File: src/hw/rtl/pair_distance_difference_histogram_core_defines.svh
// Assertion macros shared by the pair distance difference histogram RTL.
// Include after the timescale line; the macros use clk_i and rst_ni of the including module.
`ifndef PAIR_DISTANCE_DIFFERENCE_HISTOGRAM_CORE_DEFINES_SVH
`define PAIR_DISTANCE_DIFFERENCE_HISTOGRAM_CORE_DEFINES_SVH

`ifndef SYNTHESIS
// Property checked at every rising edge of clk_i outside reset.
`define PDDH_ASSERT(name, prop, msg) \
  name: assert property (@(posedge clk_i) disable iff (!rst_ni) prop) else $error(msg);
// Condition that must never be true at a rising edge of clk_i outside reset.
`define PDDH_ASSERT_NEVER(name, cond, msg) \
  `PDDH_ASSERT(name, !(cond), msg)
`else
`define PDDH_ASSERT(name, prop, msg)
`define PDDH_ASSERT_NEVER(name, cond, msg)
`endif

`endif

File: src/hw/rtl/pddh_pkg.sv
// Package of the pair distance difference histogram: field widths, codes and the
// command and status types between controller and datapath. No dependencies.
`timescale 1ns / 1ps

package pddh_pkg;

  // Fixed field widths of the channels.
  localparam int CMD_W       = 2;
  localparam int COORD_W     = 6;
  localparam int PIX_FIELD_W = 16;
  localparam int BIN_FIELD_W = 13;
  localparam int SUM_FIELD_W = 48;
  localparam int COUNT_W     = 32;
  localparam int CFG_AW      = 2;
  localparam int CFG_DW      = 7;

  // Register indexes of the configuration port.
  localparam logic [CFG_AW-1:0] REG_GRID_ROWS = 2'd0;
  localparam logic [CFG_AW-1:0] REG_GRID_COLS = 2'd1;

  // Reset value of both grid side registers.
  localparam logic [CFG_DW-1:0] SIDE_RESET = 7'd64;

  typedef enum logic [CMD_W-1:0] {
    CMD_LOAD = 2'd0,
    CMD_PAIR = 2'd1,
    CMD_READ = 2'd2
  } pddh_cmd_e;

  typedef enum logic [2:0] {
    ST_CLEAR,
    ST_IDLE,
    ST_EXEC,
    ST_PIX_B,
    ST_BIN_RD,
    ST_BIN_WR,
    ST_RD_OUT
  } pddh_state_e;

  typedef struct packed {
    logic latch_item;
    logic img_wr;
    logic img_rd_a;
    logic img_rd_b;
    logic cap_pa;
    logic cap_diff;
    logic bin_rd_pair;
    logic bin_rd_query;
    logic bin_wr_acc;
    logic clr_step;
    logic out_load;
  } pddh_cmd_t;

  typedef struct packed {
    pddh_cmd_e cmd;
    logic      pair_ok;
    logic      clr_last;
  } pddh_status_t;

endpackage

File: src/hw/rtl/pddh_ctrl.sv
// Controller of the pair distance difference histogram: sequences the clearing pass,
// item decode, pixel reads and the bin read-modify-write. Depends on pddh_pkg.
`timescale 1ns / 1ps
`include "pair_distance_difference_histogram_core_defines.svh"

module pddh_ctrl (
  input  logic                  clk_i,
  input  logic                  rst_ni,
  input  logic                  in_valid_i,
  output logic                  in_ready_o,
  output logic                  out_valid_o,
  input  logic                  out_ready_i,
  input  pddh_pkg::pddh_status_t status_i,
  output pddh_pkg::pddh_cmd_t    cmd_o
);
  import pddh_pkg::*;

  pddh_state_e state_q, state_d;
  logic        out_valid_q, out_valid_d;
  logic        slot_free;

  assign slot_free = !out_valid_q || out_ready_i;

  always_comb begin
    state_d = state_q;
    case (state_q)
      ST_CLEAR: begin
        if (status_i.clr_last) begin
          state_d = ST_IDLE;
        end
      end
      ST_IDLE: begin
        if (in_valid_i) begin
          state_d = ST_EXEC;
        end
      end
      ST_EXEC: begin
        case (status_i.cmd)
          CMD_PAIR: state_d = status_i.pair_ok ? ST_PIX_B : ST_IDLE;
          CMD_READ: state_d = ST_RD_OUT;
          default:  state_d = ST_IDLE;
        endcase
      end
      ST_PIX_B:  state_d = ST_BIN_RD;
      ST_BIN_RD: state_d = ST_BIN_WR;
      ST_BIN_WR: state_d = ST_IDLE;
      ST_RD_OUT: begin
        if (slot_free) begin
          state_d = ST_IDLE;
        end
      end
      default: state_d = ST_CLEAR;
    endcase
  end

  always_comb begin
    cmd_o      = '0;
    in_ready_o = 1'b0;
    case (state_q)
      ST_CLEAR: cmd_o.clr_step = 1'b1;
      ST_IDLE: begin
        in_ready_o       = 1'b1;
        cmd_o.latch_item = in_valid_i;
      end
      ST_EXEC: begin
        case (status_i.cmd)
          CMD_LOAD: cmd_o.img_wr       = 1'b1;
          CMD_PAIR: cmd_o.img_rd_a     = status_i.pair_ok;
          CMD_READ: cmd_o.bin_rd_query = 1'b1;
          default:  cmd_o.img_wr       = 1'b0;
        endcase
      end
      ST_PIX_B: begin
        cmd_o.img_rd_b = 1'b1;
        cmd_o.cap_pa   = 1'b1;
      end
      ST_BIN_RD: begin
        cmd_o.cap_diff    = 1'b1;
        cmd_o.bin_rd_pair = 1'b1;
      end
      ST_BIN_WR: cmd_o.bin_wr_acc = 1'b1;
      ST_RD_OUT: cmd_o.out_load = slot_free;
      default:   cmd_o = '0;
    endcase
  end

  always_comb begin
    if (cmd_o.out_load) begin
      out_valid_d = 1'b1;
    end else if (out_ready_i) begin
      out_valid_d = 1'b0;
    end else begin
      out_valid_d = out_valid_q;
    end
  end

  always_ff @(posedge clk_i or negedge rst_ni) begin
    if (!rst_ni) begin
      state_q     <= ST_CLEAR;
      out_valid_q <= 1'b0;
    end else begin
      state_q     <= state_d;
      out_valid_q <= out_valid_d;
    end
  end

  assign out_valid_o = out_valid_q;

  `PDDH_ASSERT(a_accept_to_exec, (in_valid_i && in_ready_o) |=> (state_q == ST_EXEC), "accepted item was not decoded in the next cycle")
  `PDDH_ASSERT_NEVER(a_no_result_overwrite, cmd_o.out_load && out_valid_q && !out_ready_i, "result register loaded while still holding an untaken result")
  `PDDH_ASSERT(a_clear_runs_through, (state_q == ST_CLEAR && !status_i.clr_last) |=> (state_q == ST_CLEAR), "clearing pass left before the last bin")
  `PDDH_ASSERT(a_bin_read_then_write, (state_q == ST_BIN_RD) |=> cmd_o.bin_wr_acc, "bin read not followed by its write back")

endmodule

File: config.mk
export PLATFORM = sky130hd
export DESIGN_NAME = pddh_ctrl
export DESIGN_NICKNAME = d
export VERILOG_FILES = /design/src/hw/rtl/pddh_pkg.sv /design/src/hw/rtl/pddh_ctrl.sv
export VERILOG_INCLUDE_DIRS = /design/src /design/src/hw/rtl
export SDC_FILE = /design/constraint.sdc
export NUM_CORES = 1
export LEC_CHECK = 0
export ABC_AREA = 1
export BUFFER_PORTS_ARGS = -buffer_cell sky130_fd_sc_hd__buf_2
export CAP_MARGIN = 10
export CORE_AREA = 2 2 39 41
export CTS_BUF_LIST = sky130_fd_sc_hd__clkbuf_16
export CTS_CLUSTER_DIAMETER = 80
export CTS_CLUSTER_SIZE = 24
export DETAILED_ROUTE_END_ITERATION = 10
export DIE_AREA = 0 0 41 43
export PLACE_DENSITY_LB_ADDON = 0.12
export SLEW_MARGIN = 30
export SYNTH_ARGS = -nofsm -noshare
export SYNTH_HDL_FRONTEND = slang
export SYNTH_SLANG_ARGS = --single-unit
File: constraint.sdc
create_clock -name clk_i -period 3.1 [get_ports clk_i]
set_clock_uncertainty 0.2 [all_clocks]
set_input_delay 0.31 -clock clk_i [delete_from_list [all_inputs] [get_ports clk_i]]
set_output_delay 0.31 -clock clk_i [all_outputs]
set_load 0.02 [all_outputs]
# ---- After elaboration in Yosys (flattened, before gate mapping)
# Cells that the tools add are included.
dict set report totals {
  register_bits 4
  latchBits 0
  mem_bits_rw 0
  romBits 0
  inputBits 8
  out_inout_bits 13
  word_cells 39
  n_memories 0
}
dict set report op_classes {
  addsub 0
  mul 0
  div_mod_pow 0
  n_lt_le_gt_ge 0
  eq_ne 11
  n_shift 0
  muxes 20
  bitwise 0
  n_reduce_logical 6
}
# cell n
set op_table {}
lappend op_table {{case mux 3 bit (7 select lines)} 1}
lappend op_table {{two-way mux 1 bit} 11}
lappend op_table {{== test 3 bit, second input constant} 3}
lappend op_table {{two-way mux 3 bit} 3}
lappend op_table {{two-way mux 2 bit} 4}
lappend op_table {{== test 3 x 2 -> 1 bit, second input constant} 2}
lappend op_table {{inequality test 2 bit, second input constant} 3}
lappend op_table {{case mux 3 bit (2 select lines)} 1}
lappend op_table {{== test 3 x 1 -> 1 bit, second input constant} 1}
lappend op_table {{zero test 3 bit} 1}
lappend op_table {{AND reduction 3 bit} 1}
lappend op_table {{== test 2 x 1 -> 1 bit, second input constant} 1}
lappend op_table {{== test 2 bit, second input constant} 1}
lappend op_table {{zero test 2 bit} 1}
lappend op_table {{nonzero test 2 bit} 1}
lappend op_table {{zero test 1 bit} 1}
lappend op_table {{logical OR 1 bit} 1}

# ---- Logic depth before layout (Yosys ltp)
# Gate-level depths: netlist of the first run.
dict set report depth {
  word_depth 4
  ltp_mapped 8
  ltp_nobuf 8
}

# ---- Worst setup path after synthesis of the first run
# No wires, ideal clock.
dict set report synth_timing {
  kind {reg2out}
  startpoint {reg state_q[1]}
  endpoint {out cmd_o[5] (netlist bit)}
  t_arrival_ns 1.159
  t_required_ns 2.590
  path_slack_ns 1.431
  path_stages_with_launch 5
  cell_sequence {dfrtp_1 inv_1 nand2_1 nor2_1 buf_4}
}
# item line_no
set synth_rtl {}
lappend synth_rtl {{start, declared} pddh_ctrl.sv:18} ;# pddh_state_e state_q, state_d;
lappend synth_rtl {{start signal, assigned} pddh_ctrl.sv:102} ;# state_q <= state_d;
lappend synth_rtl {{end, declared} pddh_ctrl.sv:14} ;# output pddh_pkg::pddh_cmd_t cmd_o

==> impl_metrics.csv, run 1 <==
group,metric,value,unit
pwr,finalPower,572.4,uW
routing,drc,0,
cells_and_area,fillers,141,
cells_and_area,drive_above_1_share,36.71,%
floorplanning,die-area,0.001763,mm^2
logic_synthesis,ys_types,16,
global_route,grt_pass1_vias,343,
global_route,grt_use_met2,14.69,%
sta,period_share,54.98,%
sta,setup_tns,0,ns
sta,hold_viol,0,
cells_and_area,syn2layout_area_growth,46.65,%
clock_network,max-clock-path-buffers,2,
floorplanning,core-area,0.001384,mm^2
logic_synthesis,yosysWarnings,0,
floorplanning,fp-row-count,14,
setup_path,r2r_start,"state_q[1]",
clock_network,cts_num_sinks,4,
setup_path,worstSetupPathType,"reg -> out",
sta,final-setup-viol-count,0,
sta,slew_viol_final,0,
place,placement.io_buffers,20,
setup_path,crit_slowest_cell,"dfrtp_1",
setup_path,required,2.59,ns
clock_network,htreeDepth,1,
logic_synthesis,ys_seq_area_share,25.56,%
routing,drtIter0Drc,6,
routing,num_vias,395,
global_route,grt_usage,11.83,%
pwr,vdd_drop_max,0.4086,mV
clock_network,cts_root_buf,"clkbuf_16",
sta,slew_headroom,83.34,%
sta,holdWs,0.2210,ns
setup_path,crit_arrival,1.19,ns
setup_path,r2r_end,"state_q[0]",
setup_path,crit_fanout,7,
logic_synthesis,synthTopCellsByArea,"dfrtp_1 (26%), nor2_1 (13%), ha_1 (13%)",
min_path,hp-start,"out_ready_i",
global_route,antenna_found_initial,0,
logic_synthesis,synth-seq-cells,4,
setup_path,critPathMaxStageDelay,0.45,ns
logic_synthesis,synth_edf_count,0,
cells_and_area,seq_area,100.1,um^2
floorplanning,start_util,28.30,%
clock_network,cts_buffers,3,
pwr,power_leakage,0.3598,nW
global_route,top_usage_layer,"met1",
clock_network,cts_resized,0,
logic_synthesis,syn_inst,58,
logic_synthesis,synth_area,391.6,um^2
routing,wire_per_inst,8.316,um
floorplanning,fp.dieH,43,um
run_status,status,"finished clean",
min_path,min_to,"out_valid_o",
logic_synthesis,syn_nets,70,
global_route,grt_max_degree,9,
global_route,grt_use_met3,4.712,%
min_path,worst_hold_path_type,"in -> reg",
sta,rsz0062_at_grt,"no",
routing,ant_nets,0,
floorplanning,ios,21,
run,drv_cap,0,
logic_synthesis,yosysMostFrequentCell,"nor2_1",
cells_and_area,multi_input_area,224.0,um^2
logic_synthesis,synth_top_cell_area_share,25.56,%
setup_path,path_cells,"inv_1, nand2_1, nor2_1, buf_2",
min_path,holdPathStages,4,
cells_and_area,nets,93,
routing,vias_per_cell,4.158,
setup_path,crit_family,"flip-flops",
setup_path,cp-end-kind,"output port",
clock_network,cts_tree,"built",
logic_synthesis,synth_ff_type,"dfrtp_1",
setup_path,worst-path-buf-inv,2,
logic_synthesis,yosysTopAreaCell,"dfrtp_1",
place,hpwl,613,um
cells_and_area,diodes,0,
sta,min_period,1.704,ns
global_route,grt_pass1_wl,1386,um
setup_path,rr_worst_depth,5,
logic_synthesis,syn_area_per_cell,6.752,um^2
routing,first_pass_iters,3,
logic_synthesis,synthArstFlopShare,100.0,%
floorplanning,fp.dieW,41,um
clock_network,clk_latency,0.22,ns
cells_and_area,postLayoutCoreUtil,41.50,%
clock_network,path_clk_slew,0.03,ns
setup_path,reg2reg_slack,1.79,ns
global_route,met1_usage,16.12,%
place,finalWeightedCongestion,0.6484,
pwr,p_per_area,996.6,mW/mm^2
global_route,grt.overflow.total,0,
routing,drt_wl_total,790,um
logic_synthesis,ys_top_cells_by_count,"nor2_1 (14), inv_1 (10), nand2_1 (10)",
sta,fmax,586.7,MHz
sta,worst_pin_slew,0.2499,ns
setup_path,worstSetupStartpointType,"flop",
==> stage by stage <==
| stage | area (um^2) | std cells | worst slack, ns |
|---|---|---|---|
| 2_1_floorplan | 391.6 | 58 | 1.431 |
| 3_3_place_gp | 489.2 | 91 | 1.619 |
| 3_5_place_dp | 489.2 | 91 | 1.597 |
| 4_1_cts | 574.3 | 95 | 1.403 |
| 5_1_grt | 574.3 | 95 | 1.305 |
| 6_report | 574.3 | 95 | 1.396 |
==> tightest hold or removal path, delay by kind of cell <==
kind | cells | cell delay (ns)
and+or+nand+nor | 2 | 0.18
buffers and inverters | 2 | 0.10
==> area by class of cell <==
class / count / area share (%)
Sequential cell: 4 / 17.43
Inverter: 12 / 7.843
Multi-Input combinational cell: 39 / 39.00
Timing Repair Buffer: 21 / 19.17
Tap cell: 16 / 3.486
Clock buffer: 3 / 13.07
==> flip-flops by register name, summed over array words and instances, names as in the netlist <==
| name | cells |
|---|---|
| state_q | 3 |
| out_valid_o | 1 |
==> how the worst max path moves through the flow <==
| stage | from | end | slack (ns) | cells past startpoint |
|---|---|---|---|---|
| finish | state_q[1] | cmd_o[5] | 1.40 | 4 |
| global route | state_q[1] | cmd_o[4] | 1.31 | 4 |
| CTS | state_q[1] | cmd_o[5] | 1.40 | 4 |
| detailed placement | status_i[2] | cmd_o[3] | 1.60 | 6 |
| global placement | status_i[2] | cmd_o[3] | 1.62 | 6 |
| floorplan | state_q[1] | cmd_o[5] | 1.43 | 4 |
==> what timing repair did <==
action,in CTS,in global routing
hold buffers,1,0
setup buffers,0,0
hold endpoints to repair,4,0
setup endpoints to repair,0,0
==> layout by cell type, fill, tap and decap left out, types with 2 or more instances in the layout <==
| cell | instances |
|---|---|
| dfrtp_1 | 4 |
| buf_2 | 20 |
| nand3_2 | 3 |
| nor2_1 | 14 |
| clkbuf_16 | 3 |
| inv_2 | 2 |
| inv_1 | 10 |
| nand2_1 | 10 |
| ha_1 | 4 |
==> per-layer routing <==
metal,vias up,part of all wire (%)
met5,-,0
met4,0,0
met3,0,4.9
met2,10,46
met1,167,48
li1,218,-
==> where the power goes <==
part | total, mW | leakage, nW | internal, mW | switching, mW
clock network | 0.197 | 0.0370 | 0.164 | 0.0326
registers | 0.106 | 0.0517 | 0.0741 | 0.0314
logic | 0.270 | 0.271 | 0.0918 | 0.178
total | 0.572 | 0.360 | 0.330 | 0.242
==> kinds of logic (layout without fill, tap and decap cells) <==
kind of cell,after synthesis,count (layout),share of synthesized area [%]
simple gates,30,30,34.82
flops,4,4,25.56
compound gates,5,5,9.586
fa+ha+maj,4,4,12.78
buf+inv,15,36,17.25
Power figures use the tool's default switching activity.
==> run 2: changes to the inputs <==
==> constraint.sdc (replaced) <==
create_clock -name clk_i -period 1.5 [get_ports clk_i]
set_clock_uncertainty 0.2 [all_clocks]
set_input_delay 0.15 -clock clk_i [delete_from_list [all_inputs] [get_ports clk_i]]
set_output_delay 0.15 -clock clk_i [all_outputs]
set_load 0.02 [all_outputs]
==> run 2 against run 1 <==
Against the previous run: combinational power rose to 2.9 times the previous value; critical endpoint is now cmd_o[0]; clock power rose by 110%; power rose by 150%; wire length rose by 16%; highest routed layer unchanged; core utilization rose by 7.2 points; sequential share of layout area fell by 2.0 points; clock-buffer cell count did not move; first-iteration DRC count fell by 33%; setup slack got worse by 1.4 ns.
==> impl_metrics.csv, run 2 (synthesized netlist as in run 1, its figures left out) <==
group,metric,value,unit
global_route,grt_max_degree,8,
cells_and_area,diodes,0,
cells_and_area,fillers,146,
clock_network,cts_num_sinks,4,
setup_path,path_cells,"buf_6, nand3_2, nor2_1, buf_4",
setup_path,cp-end-kind,"output port",
place,finalWeightedCongestion,0.7008,
setup_path,worst-path-buf-inv,2,
floorplanning,core-area,0.001384,mm^2
global_route,grt.overflow.total,0,
cells_and_area,multi_input_area,254.0,um^2
setup_path,crit_arrival,1.14,ns
setup_path,crit_slowest_cell,"dfrtp_2",
min_path,worst_hold_path_type,"in -> reg",
place,placement.io_buffers,20,
global_route,grt_usage,12.22,%
floorplanning,die-area,0.001763,mm^2
clock_network,cts_buffers,3,
setup_path,crit_fanout,6,
setup_path,critPathMaxStageDelay,0.44,ns
pwr,power_leakage,0.3826,nW
clock_network,cts_root_buf,"clkbuf_16",
floorplanning,ios,21,
sta,final-setup-viol-count,0,
cells_and_area,seq_area,103.9,um^2
routing,ant_nets,0,
routing,wire_per_inst,9.242,um
sta,hold_viol,0,
sta,min_period,1.486,ns
setup_path,required,1.15,ns
cells_and_area,final_common_cell,"nor2_1",
floorplanning,fp.dieW,41,um
setup_path,worstSetupStartpointType,"flop",
sta,fmax,672.9,MHz
cells_and_area,nets,97,
floorplanning,fp-row-count,14,
clock_network,htreeDepth,1,
cells_and_area,drive_above_1_share,46.99,%
global_route,grt_pass1_wl,1407,um
cells_and_area,postLayoutCoreUtil,48.73,%
run_status,status,"finished clean",
sta,period_share,99.08,%
pwr,vdd_drop_max,0.9299,mV
routing,drtIter0Drc,4,
routing,first_pass_iters,4,
sta,slew_headroom,87.83,%
sta,worst_pin_slew,0.1826,ns
cells_and_area,syn2layout_area_growth,72.20,%
sta,holdWs,0.05387,ns
place,post_dp_cell_area,491.7,um^2
routing,drt_wl_total,915,um
floorplanning,fp.dieH,43,um
pwr,p_per_area,2109,mW/mm^2
clock_network,clk_latency,0.22,ns
pwr,finalPower,1.422,mW
floorplanning,start_util,28.30,%
run,drv_cap,0,
routing,num_vias,425,
cells_and_area,largest_register_ffs,3,
cells_and_area,final_cell_mix,"nor2_1 (13), buf_2 (12), inv_1 (9), nand2_1 (9), buf_4 (9)",
clock_network,max-clock-path-buffers,2,
sta,rsz0062_at_grt,"yes",
global_route,antenna_found_initial,0,
cells_and_area,max_flop_register,"state_q",
setup_path,crit_family,"flip-flops",
cells_and_area,final_area,674.4,um^2
sta,slew_viol_final,0,
clock_network,cts_tree,"built",
routing,vias_per_cell,4.293,
routing,drc,0,
clock_network,path_clk_slew,0.03,ns
setup_path,worstSetupPathType,"reg -> out",
global_route,grt_pass1_vias,357,
place,hpwl,670.2,um
==> run 2: changes by cell type in the layout (fill, tap and decap cells not counted) <==
cell     before  now
inv_1        10    9
nand2_1      10    9
dfrtp_2       0    3
dfrtp_1       4    1
nor2_4        0    1
nand3_2       3    1
nand2_4       0    1
buf_2        20   12
buf_4         0    9
buf_6         0    3
inv_4         0    2
nor2_1       14   13
inv_2         2    1
nand3_4       0    2
==> run 2: layer usage <==
metal  track usage, %  up-vias  share of wire (%)
li1                 -      225                  -
met1            15.08      190                 44
met2            16.88       10                 53
met3            4.712        0                3.6
met4            8.000        0                  0
met5                0        -                  0
==> run 2: layout make-up <==
cell class	instances	share of cell area (%)
timing repair buffer	25	25.42
sequential	4	15.40
tap	16	2.968
clock buffer	3	11.13
multi-input combinational	39	37.66
inverter	12	7.421
==> run 2: power breakdown <==
group | switching (mW) | internal [mW]
Sequential | 0.0790 | 0.161
Combinational | 0.446 | 0.328
Clock | 0.0682 | 0.340
Total | 0.593 | 0.829
==> run 2: stage by stage <==
stage          setup slack [ns]  TNS [ns]  cells
2_1_floorplan           0.09724         0     58
3_3_place_gp             0.1887         0     91
3_5_place_dp             0.1680         0     91
4_1_cts               0.0003584         0     97
5_1_grt                -0.02916   -0.1150     99
6_report                0.01379         0     99
==> run 2: repair_timing <==
item	4_1_cts	5_1_grt
setup buffers	2	2
endpoints found under the hold margin	4	0
hold buffers	1	0
endpoints found under the setup margin	7	10
resized for setup	6	16
==> run 2: worst paths after layout <==
check	startpoint	to	slack [ns]	cells past startpoint
worst max-delay path	state_q[1]	cmd_o[0]	0.01	4
worst min-delay path	in_valid_i	state_q[0]	0.05	3
worst max register to register	state_q[1]	state_q[2]	0.20	4
worst min register to register	out_valid_o	out_valid_o	0.38	2
max in group asynchronous	rst_ni	state_q[0]	0.90	2
min in group asynchronous	rst_ni	state_q[2]	0.07	2
==> run 2: worst reg2reg max path, cell delays in order (launching register included) <==
cell,delay [ns]
dfrtp_2,0.44
buf_6,0.12
nand3_2,0.11
or2_1,0.25
o221ai_1,0.08
